File: config.mk
export PLATFORM = sky130hd
export DESIGN_NAME = dcc_command_packet_builder
export DESIGN_NICKNAME = d
export VERILOG_FILES = /design/src/design/dccpb_pkg.sv /design/src/design/dccpb_encode.sv /design/src/design/dcc_command_packet_builder.sv
export SDC_FILE = /design/constraint.sdc
export NUM_CORES = 1
export LEC_CHECK = 0
export BUFFER_PORTS_ARGS = -buffer_cell sky130_fd_sc_hd__buf_2
export CELL_PAD_IN_SITES_DETAIL_PLACEMENT = 0
export CELL_PAD_IN_SITES_GLOBAL_PLACEMENT = 1
export CORE_MARGIN = 2
export CORE_UTILIZATION = 46
export DETAILED_ROUTE_END_ITERATION = 12
export PLACE_DENSITY_LB_ADDON = 0.1
export SLEW_MARGIN = 20
export SYNTH_ARGS = -nofsm -noshare
export SYNTH_HDL_FRONTEND = slang
export SYNTH_SLANG_ARGS = --single-unit
File: constraint.sdc
create_clock -name aclk -period 7.2 [get_ports aclk]
set_input_delay 0.36 -clock aclk [delete_from_list [all_inputs] [get_ports aclk]]
set_output_delay 0.36 -clock aclk [all_outputs]
set_load 0.01 [all_outputs]
File: src/design/dccpb_pkg.sv
// shared types and constants for the dcc command packet builder
package dccpb_pkg;

    // packet kinds
    localparam logic [3:0] MODE_IDLE       = 4'd0;
    localparam logic [3:0] MODE_RESET      = 4'd1;
    localparam logic [3:0] MODE_SPEED      = 4'd2;
    localparam logic [3:0] MODE_FN_GRP1    = 4'd3;
    localparam logic [3:0] MODE_FN_GRP2A   = 4'd4;
    localparam logic [3:0] MODE_FN_GRP2B   = 4'd5;
    localparam logic [3:0] MODE_FN_F13     = 4'd6;
    localparam logic [3:0] MODE_FN_F21     = 4'd7;
    localparam logic [3:0] MODE_OPS_BYTE   = 4'd8;
    localparam logic [3:0] MODE_OPS_BIT    = 4'd9;
    localparam logic [3:0] MODE_SVC_WR     = 4'd10;
    localparam logic [3:0] MODE_SVC_BIT_WR = 4'd11;
    localparam logic [3:0] MODE_SVC_VFY    = 4'd12;
    localparam logic [3:0] MODE_SVC_BIT_VF = 4'd13;

    localparam logic [13:0] ADDR_SHORT_MAX = 14'd127;
    localparam logic [13:0] ADDR_MAX       = 14'd10239;
    localparam logic [10:0] CV_MAX         = 11'd1024;

    // instruction bytes
    localparam logic [7:0] INS_SPEED128  = 8'h3f;
    localparam logic [7:0] INS_FN_GRP1   = 8'h80;
    localparam logic [7:0] INS_FN_GRP2A  = 8'hb0;
    localparam logic [7:0] INS_FN_GRP2B  = 8'ha0;
    localparam logic [7:0] INS_FN_F13    = 8'hde;
    localparam logic [7:0] INS_FN_F21    = 8'hdf;
    localparam logic [7:0] INS_OPS_BYTE  = 8'hec;
    localparam logic [7:0] INS_OPS_BIT   = 8'he8;
    localparam logic [7:0] INS_SVC_WR    = 8'h7c;
    localparam logic [7:0] INS_SVC_BIT   = 8'h78;
    localparam logic [7:0] INS_SVC_VFY   = 8'h74;
    localparam logic [7:0] BIT_OP_VERIFY = 8'he0;
    localparam logic [7:0] BIT_OP_WRITE  = 8'hf0;
    localparam logic [7:0] ADDR_LONG_TAG = 8'hc0;
    localparam logic [7:0] IDLE_BYTE     = 8'hff;

    typedef struct packed {
        logic [3:0]        mode;
        logic [13:0]       loco_address;
        logic signed [7:0] speed_value;
        logic [7:0]        function_bits;
        logic [10:0]       cv_number;
        logic [7:0]        cv_value;
        logic [2:0]        bit_position;
        logic              bit_value;
    } cmd_t;

    typedef struct packed {
        logic [5:0][7:0] pkt_byte;
        logic [2:0]      packet_length;
        logic            error_flag;
    } pkt_t;

endpackage

File: src/design/dccpb_encode.sv
// combinational mapping of one command to its packet bytes and check byte
module dccpb_encode
    import dccpb_pkg::*;
(
    input  cmd_t cmd,
    output pkt_t pkt
);

    logic       has_addr;
    logic       addr_ok;
    logic       cv_ok;
    logic       err;
    logic       addr_long;
    logic [7:0] addr_b0;
    logic [2:0][7:0] ins;
    logic [1:0] ins_cnt;
    logic [4:0][7:0] body;
    logic [2:0] body_len;
    logic [7:0] chk;
    logic [9:0] cv_idx;
    logic [7:0] spd_raw;
    logic [7:0] spd_neg;
    logic [7:0] bitop;

    assign spd_raw   = cmd.speed_value;
    assign spd_neg   = 8'd0 - spd_raw;
    assign cv_idx    = 10'(cmd.cv_number - 11'd1);
    assign bitop     = {4'd0, cmd.bit_value, cmd.bit_position};
    assign addr_ok   = cmd.loco_address <= ADDR_MAX;
    assign cv_ok     = (cmd.cv_number != 11'd0) && (cmd.cv_number <= CV_MAX);
    assign has_addr  = cmd.mode inside {[MODE_SPEED:MODE_OPS_BIT]};
    assign addr_long = cmd.loco_address > ADDR_SHORT_MAX;
    assign addr_b0   = addr_long ? (ADDR_LONG_TAG | {2'b00, cmd.loco_address[13:8]})
                                 : cmd.loco_address[7:0];

    // instruction and data bytes that follow the address; unused ones stay zero
    always_comb begin
        ins     = '0;
        ins_cnt = 2'd0;
        err     = 1'b0;
        case (cmd.mode)
            MODE_IDLE: begin
                ins[0] = IDLE_BYTE;
                ins_cnt = 2'd2;
            end
            MODE_RESET: begin
                ins_cnt = 2'd2;
            end
            MODE_SPEED: begin
                ins[0] = INS_SPEED128;
                ins[1] = spd_raw[7] ? {1'b0, spd_neg[6:0]} : (spd_raw | 8'h80);
                ins_cnt = 2'd2;
                err = !addr_ok || (spd_raw == 8'h80);
            end
            MODE_FN_GRP1: begin
                ins[0] = INS_FN_GRP1 | {3'd0, cmd.function_bits[4:0]};
                ins_cnt = 2'd1;
                err = !addr_ok;
            end
            MODE_FN_GRP2A: begin
                ins[0] = INS_FN_GRP2A | {4'd0, cmd.function_bits[3:0]};
                ins_cnt = 2'd1;
                err = !addr_ok;
            end
            MODE_FN_GRP2B: begin
                ins[0] = INS_FN_GRP2B | {4'd0, cmd.function_bits[3:0]};
                ins_cnt = 2'd1;
                err = !addr_ok;
            end
            MODE_FN_F13, MODE_FN_F21: begin
                ins[0] = (cmd.mode == MODE_FN_F13) ? INS_FN_F13 : INS_FN_F21;
                ins[1] = cmd.function_bits;
                ins_cnt = 2'd2;
                err = !addr_ok;
            end
            MODE_OPS_BYTE: begin
                ins[0] = INS_OPS_BYTE | {6'd0, cv_idx[9:8]};
                ins[1] = cv_idx[7:0];
                ins[2] = cmd.cv_value;
                ins_cnt = 2'd3;
                err = !addr_ok || !cv_ok;
            end
            MODE_OPS_BIT: begin
                ins[0] = INS_OPS_BIT | {6'd0, cv_idx[9:8]};
                ins[1] = cv_idx[7:0];
                ins[2] = BIT_OP_WRITE | bitop;
                ins_cnt = 2'd3;
                err = !addr_ok || !cv_ok;
            end
            MODE_SVC_WR, MODE_SVC_VFY: begin
                ins[0] = ((cmd.mode == MODE_SVC_WR) ? INS_SVC_WR : INS_SVC_VFY)
                         | {6'd0, cv_idx[9:8]};
                ins[1] = cv_idx[7:0];
                ins[2] = cmd.cv_value;
                ins_cnt = 2'd3;
                err = !cv_ok;
            end
            MODE_SVC_BIT_WR, MODE_SVC_BIT_VF: begin
                ins[0] = INS_SVC_BIT | {6'd0, cv_idx[9:8]};
                ins[1] = cv_idx[7:0];
                ins[2] = ((cmd.mode == MODE_SVC_BIT_WR) ? BIT_OP_WRITE : BIT_OP_VERIFY)
                         | bitop;
                ins_cnt = 2'd3;
                err = !cv_ok;
            end
            default: begin
                err = 1'b1;
            end
        endcase
    end

    // splice address bytes in front of the instruction bytes
    always_comb begin
        if (!has_addr) begin
            body     = {8'd0, 8'd0, ins[2], ins[1], ins[0]};
            body_len = {1'b0, ins_cnt};
        end else if (!addr_long) begin
            body     = {8'd0, ins[2], ins[1], ins[0], addr_b0};
            body_len = {1'b0, ins_cnt} + 3'd1;
        end else begin
            body     = {ins[2], ins[1], ins[0], cmd.loco_address[7:0], addr_b0};
            body_len = {1'b0, ins_cnt} + 3'd2;
        end
    end

    assign chk = body[0] ^ body[1] ^ body[2] ^ body[3] ^ body[4];

    always_comb begin
        for (int i = 0; i < 5; i++) begin
            if (err) begin
                pkt.pkt_byte[i] = 8'd0;
            end else if (3'(i) < body_len) begin
                pkt.pkt_byte[i] = body[i];
            end else if (3'(i) == body_len) begin
                pkt.pkt_byte[i] = chk;
            end else begin
                pkt.pkt_byte[i] = 8'd0;
            end
        end
        // the body never exceeds five bytes, so the last byte is only ever the check
        pkt.pkt_byte[5]   = (!err && body_len == 3'd5) ? chk : 8'd0;
        pkt.packet_length = err ? 3'd0 : body_len + 3'd1;
        pkt.error_flag    = err;
    end

endmodule

File: src/design/dcc_command_packet_builder.sv
// top level: registered command stream in, complete dcc packet stream out
// Takes one command per transfer and returns one packet per command. A command
// goes into an input register, is encoded by a short combinational path and
// lands in an output register, from which its packet is presented; a new command
// can be taken in every cycle while the downstream side accepts packets. The
// output register keeps the packet while the downstream side stalls. Error
// commands still produce a transfer with m_tuser set and an all-zero packet.
module dcc_command_packet_builder
    import dccpb_pkg::*;
(
    input  logic        aclk,
    input  logic        aresetn,
    // s_tdata from bit 0: mode[3:0], loco_address[13:0], speed_value[7:0],
    // function_bits[7:0], cv_number[10:0], cv_value[7:0], bit_position[2:0],
    // bit_value, zero fill
    input  logic        s_tvalid,
    output logic        s_tready,
    input  logic [63:0] s_tdata,
    // m_tdata from bit 0: pkt_byte0..pkt_byte5 [7:0] each, packet_length[2:0],
    // zero fill
    output logic        m_tvalid,
    input  logic        m_tready,
    output logic [55:0] m_tdata,
    // m_tuser: error_flag
    output logic        m_tuser
);

    cmd_t cmd_reg;
    logic cmd_vld_reg;
    pkt_t pkt_reg;
    logic pkt_vld_reg;
    pkt_t pkt_next;
    cmd_t cmd_next;
    logic out_free;
    logic advance;

    assign cmd_next = '{
        mode:          s_tdata[3:0],
        loco_address:  s_tdata[17:4],
        speed_value:   s_tdata[25:18],
        function_bits: s_tdata[33:26],
        cv_number:     s_tdata[44:34],
        cv_value:      s_tdata[52:45],
        bit_position:  s_tdata[55:53],
        bit_value:     s_tdata[56]
    };

    assign out_free = !pkt_vld_reg || m_tready;
    assign advance  = cmd_vld_reg && out_free;
    assign s_tready = !cmd_vld_reg || out_free;

    dccpb_encode u_encode (
        .cmd (cmd_reg),
        .pkt (pkt_next)
    );

    always_ff @(posedge aclk) begin
        if (!aresetn) begin
            cmd_vld_reg <= 1'b0;
            pkt_vld_reg <= 1'b0;
        end else begin
            if (s_tready) begin
                cmd_vld_reg <= s_tvalid;
            end
            if (out_free) begin
                pkt_vld_reg <= cmd_vld_reg;
            end
        end
    end

    always_ff @(posedge aclk) begin
        if (s_tready && s_tvalid) begin
            cmd_reg <= cmd_next;
        end
        if (advance) begin
            pkt_reg <= pkt_next;
        end
    end

    assign m_tvalid = pkt_vld_reg;
    assign m_tdata  = {5'd0, pkt_reg.packet_length, pkt_reg.pkt_byte};
    assign m_tuser  = pkt_reg.error_flag;

endmodule
==> run summary, run 1 <==
Num Clock Sinks = 111
Worst Setup Path Type = reg -> reg
Total negative slack = 0 ps
Antenna-violating nets left = 0
Synth warn = 0
CTS tree = done
Vias per cell = 5.56
Pin count of the biggest net entering global routing = 58
Post-CTS setup buffers = 0
Grt ovf = 0
Cell Count, Final, Fillers Out = 865
Seq/Total Area, Yosys = 0.532
Unrepaired setup endpoints after global routing = false
Hold Vio Cnt, Final = 0
CTS H-tree lvls = 3
Fraction of layout cells with a size suffix above 1 = 0.244
Avg Cell Area, Syn = 10.7 µm²
Port Buf Inserts = 114
First-pass GRT wire length = 24,300 µm
Post-synth ARST share = 0
MaxCap Viol Count = 0
Detail Placement HPWL = 11,600 µm
Hold/Removal Path Class = in -> reg
Worst hold path stage count = 1
# IOs = 127
Synth unique cells = 75
R2R depth = 11
Core Region = 13,200 µm²
Final WL = 15,400 µm
Routed wire length per instance = 17.8 µm
Worst setup SP type = flop
Starting Density = 0.470
Dominant cell type by area after synthesis = edfxtp_1
Die area = 14,500 µm²
Post-CTS Hold Fix Bufs = 0
Hold path start = s_tdata[1]
Slew headroom = 0.368
Critical Path Start = cmd_reg[53]
DR pass1 iterations = 5
Reg-to-Reg Start = cmd_reg[53]
Setup crit end kind = flop
Tot GR Track Use = 0.219
Final worst path period share = 0.514
CP arrival = 3810 ps
Slew Viols, Final = 0
Worst-Margin Slew = 949 ps
Hold endpoint = cmd_reg[54]
Skew-Pair Late Insertion Delay = 360 ps
# DRC = 0
Worst R2R End = m_tdata[32]
Post-synth top flop = edfxtp_1
Die Y = 120 µm
Area growth syn-to-layout = 15.9%
Clk buf depth = 2
DRT iter0 DRCs = 503
Yosys reg bits = 111
Fin nets = 759
Cell row count = 42
R2R Setup Slk = 3500 ps
Critical Path Fanout Max = 26
Clock buffer count from CTS = 9
Reg clk slew, reported paths = 70 ps
Filler instances = 1,229
Maximum vdd drop = 0.118 mV
Tot Pwr = 1.60 mW
Largest register FFs = 57
Vias = 4,809
Synth area leaders = edfxtp_1 (53%), xnor2_1 (4.5%), nor2_1 (3.4%)
Minimum clock period = 3700 ps
Status = completed
Clock Skews = 8.22 ps
Cell count after synthesis = 582
Syn Std Cell Area = 6230 µm²
Cells after DPL = 849
Synth top area share = 0.526
PwrDens = 221 nW/µm²
Leakage = 2.68 nW
Routability Congestion = 0.914
Vias in the first global route = 4,457
Root buf cell = clkbuf_16
FMAX = 0.270 GHz
Critical Path RT = 7310 ps
EDFF count, synth = 109
# diodes = 0
Post-cts sizing count = 0
Setup Viol. Count Final = 0
DIE WIDTH = 120 µm
Initial antenna violation count = 0
Yosys cell counts, drive strengths merged, types with 2 or more instances:
cell type    n
clkbuf       7
and2         4
o21ai       53
o2bb2ai      3
inv         12
or4b         2
nor4         3
o22a         2
a211oi       7
o311ai       2
dfxtp        2
o32ai        3
mux2         2
a211o        2
or3          3
xnor2       35
o31ai        3
a32oi        2
maj3         2
nand2b       8
mux2i        5
a21oi       42
xor2         7
ha           7
nor2        60
and3         4
nor3        12
nand2       50
buf         30
nor2b        8
nand3b       2
nand4        2
a22oi        4
o211ai       8
nand3       13
o22ai       23
a21o         4
a221o        2
o21bai       3
or4          2
a221oi       6
edfxtp     109
o221ai       5
a31oi        3
worst max-delay path by stage:
stage,endpoint,depth (start not counted),slack [ps]
finish,m_tdata[32],11,3500
detailed placement,m_tdata[32],11,3560
global placement,m_tdata[32],8,3630
global route,m_tdata[32],11,3260
floorplan,m_tdata[0],2,3910
CTS,m_tdata[32],11,3540
per-stage QoR:
step	util	worst slack, ps	cell area, µm²	hold WS (ps)
after floorplan	-	3910	6240	459
after global placement	0.523	3630	6930	498
after detailed placement	0.523	3560	6930	514
after CTS	0.545	3540	7220	161
after global routing	0.545	3260	7220	164
final	0.545	3500	7220	170
power breakdown:
group	switching (mW)	total [mW]	internal, mW
clock	0.218	0.489	0.271
combinational	0.204	0.323	0.119
sequential	0.0225	0.785	0.762
kinds of logic after synthesis:
| family | share of synthesized area |
|---|---|
| buffers and inverters | 0.0378 |
| AO/OA/AOI/OAI | 0.194 |
| adder cells (fa/ha/maj) | 0.0173 |
| AND/OR/NAND/NOR | 0.143 |
| flip-flops | 0.532 |
| XOR/XNOR | 0.0639 |
| other | 0.000602 |
| multiplexers | 0.0117 |
final cells by class:
cell class / instances / area [µm²] / area share
inverter: 12 / 45.0 / 0.00624
timing repair buffer: 124 / 646 / 0.0895
tap: 176 / 220 / 0.0305
clock buffer: 11 / 233 / 0.0323
multi-input combinational: 426 / 2700 / 0.374
sequential: 111 / 3310 / 0.459
clock inverter: 5 / 57.6 / 0.00798
placed cells by master, fill, tap and decap left out, drive strengths merged, types with 4 or more instances in the layout:
cell type / instances
inv: 13
and2: 4
o211ai: 8
nor2: 60
a21oi: 42
clkbuf: 11
and3: 4
nand2: 50
edfxtp: 109
o22ai: 23
conb: 5
buf: 124
nand3: 13
mux2i: 5
o21ai: 53
xor2: 7
o221ai: 5
nor2b: 8
a22oi: 4
nand2b: 8
nor3: 12
a211oi: 7
a221oi: 6
xnor2: 35
a21o: 4
ha: 7
critical path: stages (launching register included):
cell and delay (ps):
edfxtp_1 970, nor3b_1 380, o22ai_1 190, ha_1 350, nand3_1 80, o311ai_1 260, inv_1 270, ha_1 250
and2_1 180, nand3b_2 240, o21ai_1 110, o2bb2ai_1 140
layer usage:
| metal | track usage | part of all wire |
|---|---|---|
| met1 | 0.319 | 0.46 |
| met5 | 0 | 0 |
| met2 | 0.339 | 0.47 |
| met4 | 0.0763 | 0.015 |
| met3 | 0.0274 | 0.053 |
Power figures use the tool's default switching activity.
==> run 2: changes to the inputs <==
--- a/config.mk
+++ b/config.mk
@@ -9,7 +9,7 @@
 export CELL_PAD_IN_SITES_DETAIL_PLACEMENT = 0
 export CELL_PAD_IN_SITES_GLOBAL_PLACEMENT = 1
 export CORE_MARGIN = 2
-export CORE_UTILIZATION = 46
+export CORE_UTILIZATION = 39
 export DETAILED_ROUTE_END_ITERATION = 12
 export PLACE_DENSITY_LB_ADDON = 0.1
 export SLEW_MARGIN = 20
==> constraint.sdc (replaced) <==
create_clock -name aclk -period 3.15 [get_ports aclk]
set_input_delay 0.1575 -clock aclk [delete_from_list [all_inputs] [get_ports aclk]]
set_output_delay 0.1575 -clock aclk [all_outputs]
set_load 0.01 [all_outputs]
==> run summary, run 2 (synthesis gave the netlist of run 1 again) <==
Critical Path Start = cmd_reg[55]
Reg clk slew, reported paths = 80 ps (about the same)
Most common cell after layout, fill and taps aside = buf_2
Hold path start = aresetn
Core Region = 15,800 µm² (+19%)
Final worst path period share = 0.942 (+0.428)
Cell area after layout = 8300 µm² (+15%)
FMAX = 0.337 GHz (+25%)
Min Hold Slack = 11.4 ps (-158 ps)
Slew Viols, Final = 0 (unchanged)
Skew-Pair Late Insertion Delay = 370 ps (about the same)
Setup crit end kind = flop
Port Buf Inserts = 114 (unchanged)
R2R depth = 7 (-4)
Detail Placement HPWL = 13,600 µm (+18%)
Tot GR Track Use = 0.217 (-0.00184)
Power share of the clock group = 0.302 (-0.004)
DIE WIDTH = 130 µm (+8.3%)
PwrDens = 466 nW/µm² (+110%)
Cells after DPL = 937 (+10%)
Critical Path Fanout Max = 14 (-46%)
Grt ovf = 0 (unchanged)
Post-DP Area = 7390 µm² (+6.6%)
CTS tree = done
Num Clock Sinks = 111 (unchanged)
Switching power = 1.17 mW (+160%)
First-pass GRT wire length = 27,600 µm (+13%)
Cell Count, Final, Fillers Out = 1,011 (+17%)
Reg-to-Reg Start = cmd_reg[55]
Clock buffer count from CTS = 9 (unchanged)
Die Y = 130 µm (+8.3%)
Starting Density = 0.395 (-0.0753)
MaxCap Viol Count = 0 (unchanged)
# diodes = 0 (unchanged)
Clock Skews = 11.2 ps (+3.02 ps)
Internal power = 2.70 mW (+130%)
Slew headroom = 0.517 (+0.150)
Vias per cell = 5.19 (-6.6%)
Area used by multi-input combinational logic = 2730 µm² (+1.2%)
Crit path to = m_tdata[36]
Status = completed
Worst-Margin Slew = 717 ps (-232 ps)
# IOs = 127 (unchanged)
Fraction of layout cells with a size suffix above 1 = 0.282 (+0.0379)
Root buf cell = clkbuf_16
Largest register FFs = 57 (unchanged)
Reg power frac = 0.463 (-0.028)
Area growth syn-to-layout = 33.3%
Unrepaired setup endpoints after global routing = false
Fin util = 0.526 (-0.0187)
Switching part of the total = 0.302 (+0.0232)
R2R Setup Slk = 180 ps (-3320 ps)
Maximum vdd drop = 0.261 mV (+120%)
Minimum clock period = 2970 ps (-732 ps)
DRT iter0 DRCs = 412 (-18%)
Vias in the first global route = 4,900 (+9.9%)
Leakage = 3.19 nW (+19%)
Commonest cells after routing, fill and taps aside = buf_2 (114), edfxtp_1 (109), nor2_1 (57), dlygate4sd3_1 (57), buf_4 (55)
Combinational share of power = 0.235 (+0.033)
Filler instances = 1,443 (+17%)
Worst R2R End = m_tdata[36]
Clk buf depth = 2 (unchanged)
Fin nets = 865 (+14%)
Cell row count = 46 (+9.5%)
Total negative slack = 0 ps (unchanged)
CTS H-tree lvls = 3 (unchanged)
Routed wire length per instance = 17.9 µm (+0.35%)
Pin count of the biggest net entering global routing = 58 (unchanged)
Routability Congestion = 0.880 (-3.8%)
Setup Viol. Count Final = 0 (unchanged)
Critical Path RT = 3230 ps (-4080 ps)
Final WL = 18,100 µm (+17%)
Worst Setup Path Type = reg -> reg
Vias = 5,250 (+9.2%)
CP arrival = 3050 ps (-760 ps)
Worst setup SP type = flop
Hold/Removal Path Class = in -> reg
Antenna-violating nets left = 0 (unchanged)
Hold Vio Cnt, Final = 0 (unchanged)
Die area = 17,000 µm² (+17%)
Initial antenna violation count = 0 (unchanged)
DR pass1 iterations = 5 (unchanged)
Storage element area = 3310 µm² (unchanged)
# DRC = 0 (unchanged)
## run 2: changes by cell type in the layout (fill, tap and decap cells not counted), sizes merged
cell	previous run	this run
inv	13	15
clkinvlp	0	1
dlygate4sd3	0	57
bufinv	1	0
buf	124	173
clkbuf	11	9
## run 2: area by class of cell
class / instances / share of cell area
clock buffer: 9 / 0.0271
clock inverter: 7 / 0.00935
inverter: 12 / 0.00543
multi-input combinational: 426 / 0.329
sequential: 111 / 0.399
tap: 216 / 0.0326
timing repair buffer: 230 / 0.197
## run 2: timing repair
action	in CTS	in global routing
buffers inserted	0	1
hold buffers	57	0
endpoints found under the setup margin	0	19
hold endpoints to repair	57	0
resized for setup	0	5
## run 2: metrics by stage
step | power (mW) | worst slack (ps)
5_1_grt | 4.04 | 24.5
3_3_place_gp | 2.66 | 136
6_report | 3.87 | 182
3_5_place_dp | 2.67 | 171
2_1_floorplan | 2.33 | 462
4_1_cts | 3.88 | 122
## run 2: worst max-delay path, stage by stage (launching register included)
cell and delay [ps]:
edfxtp_1 510, buf_4 250, buf_4 200, and3b_1 270, a221oi_2 670, xnor2_1 180, xnor2_1 430, o22ai_1 170
## run 2: power by group through the flow
stage	clock, mW	combinational, mW	sequential [mW]
after floorplan	0	0.492	1.84
after global placement	0	0.839	1.82
after detailed placement	0	0.845	1.82
after CTS	1.19	0.902	1.79
after global routing	1.24	0.998	1.80
final	1.17	0.909	1.79
## run 2: worst min-delay path by stage
stage,end,slack (ps),cells after the start
after detailed placement,cmd_reg[53],340,1
after floorplan,cmd_reg[0],260,0
after CTS,m_tvalid,3,2
after global routing,m_tvalid,20,2
final,m_tvalid,10,2
after global placement,cmd_reg[43],330,1
## run 2: layer usage
layer | share of wire | GRT usage
met1 | 0.47 | 0.310
met2 | 0.47 | 0.344
met3 | 0.041 | 0.0271
met4 | 0.017 | 0.0751
met5 | 0 | 0
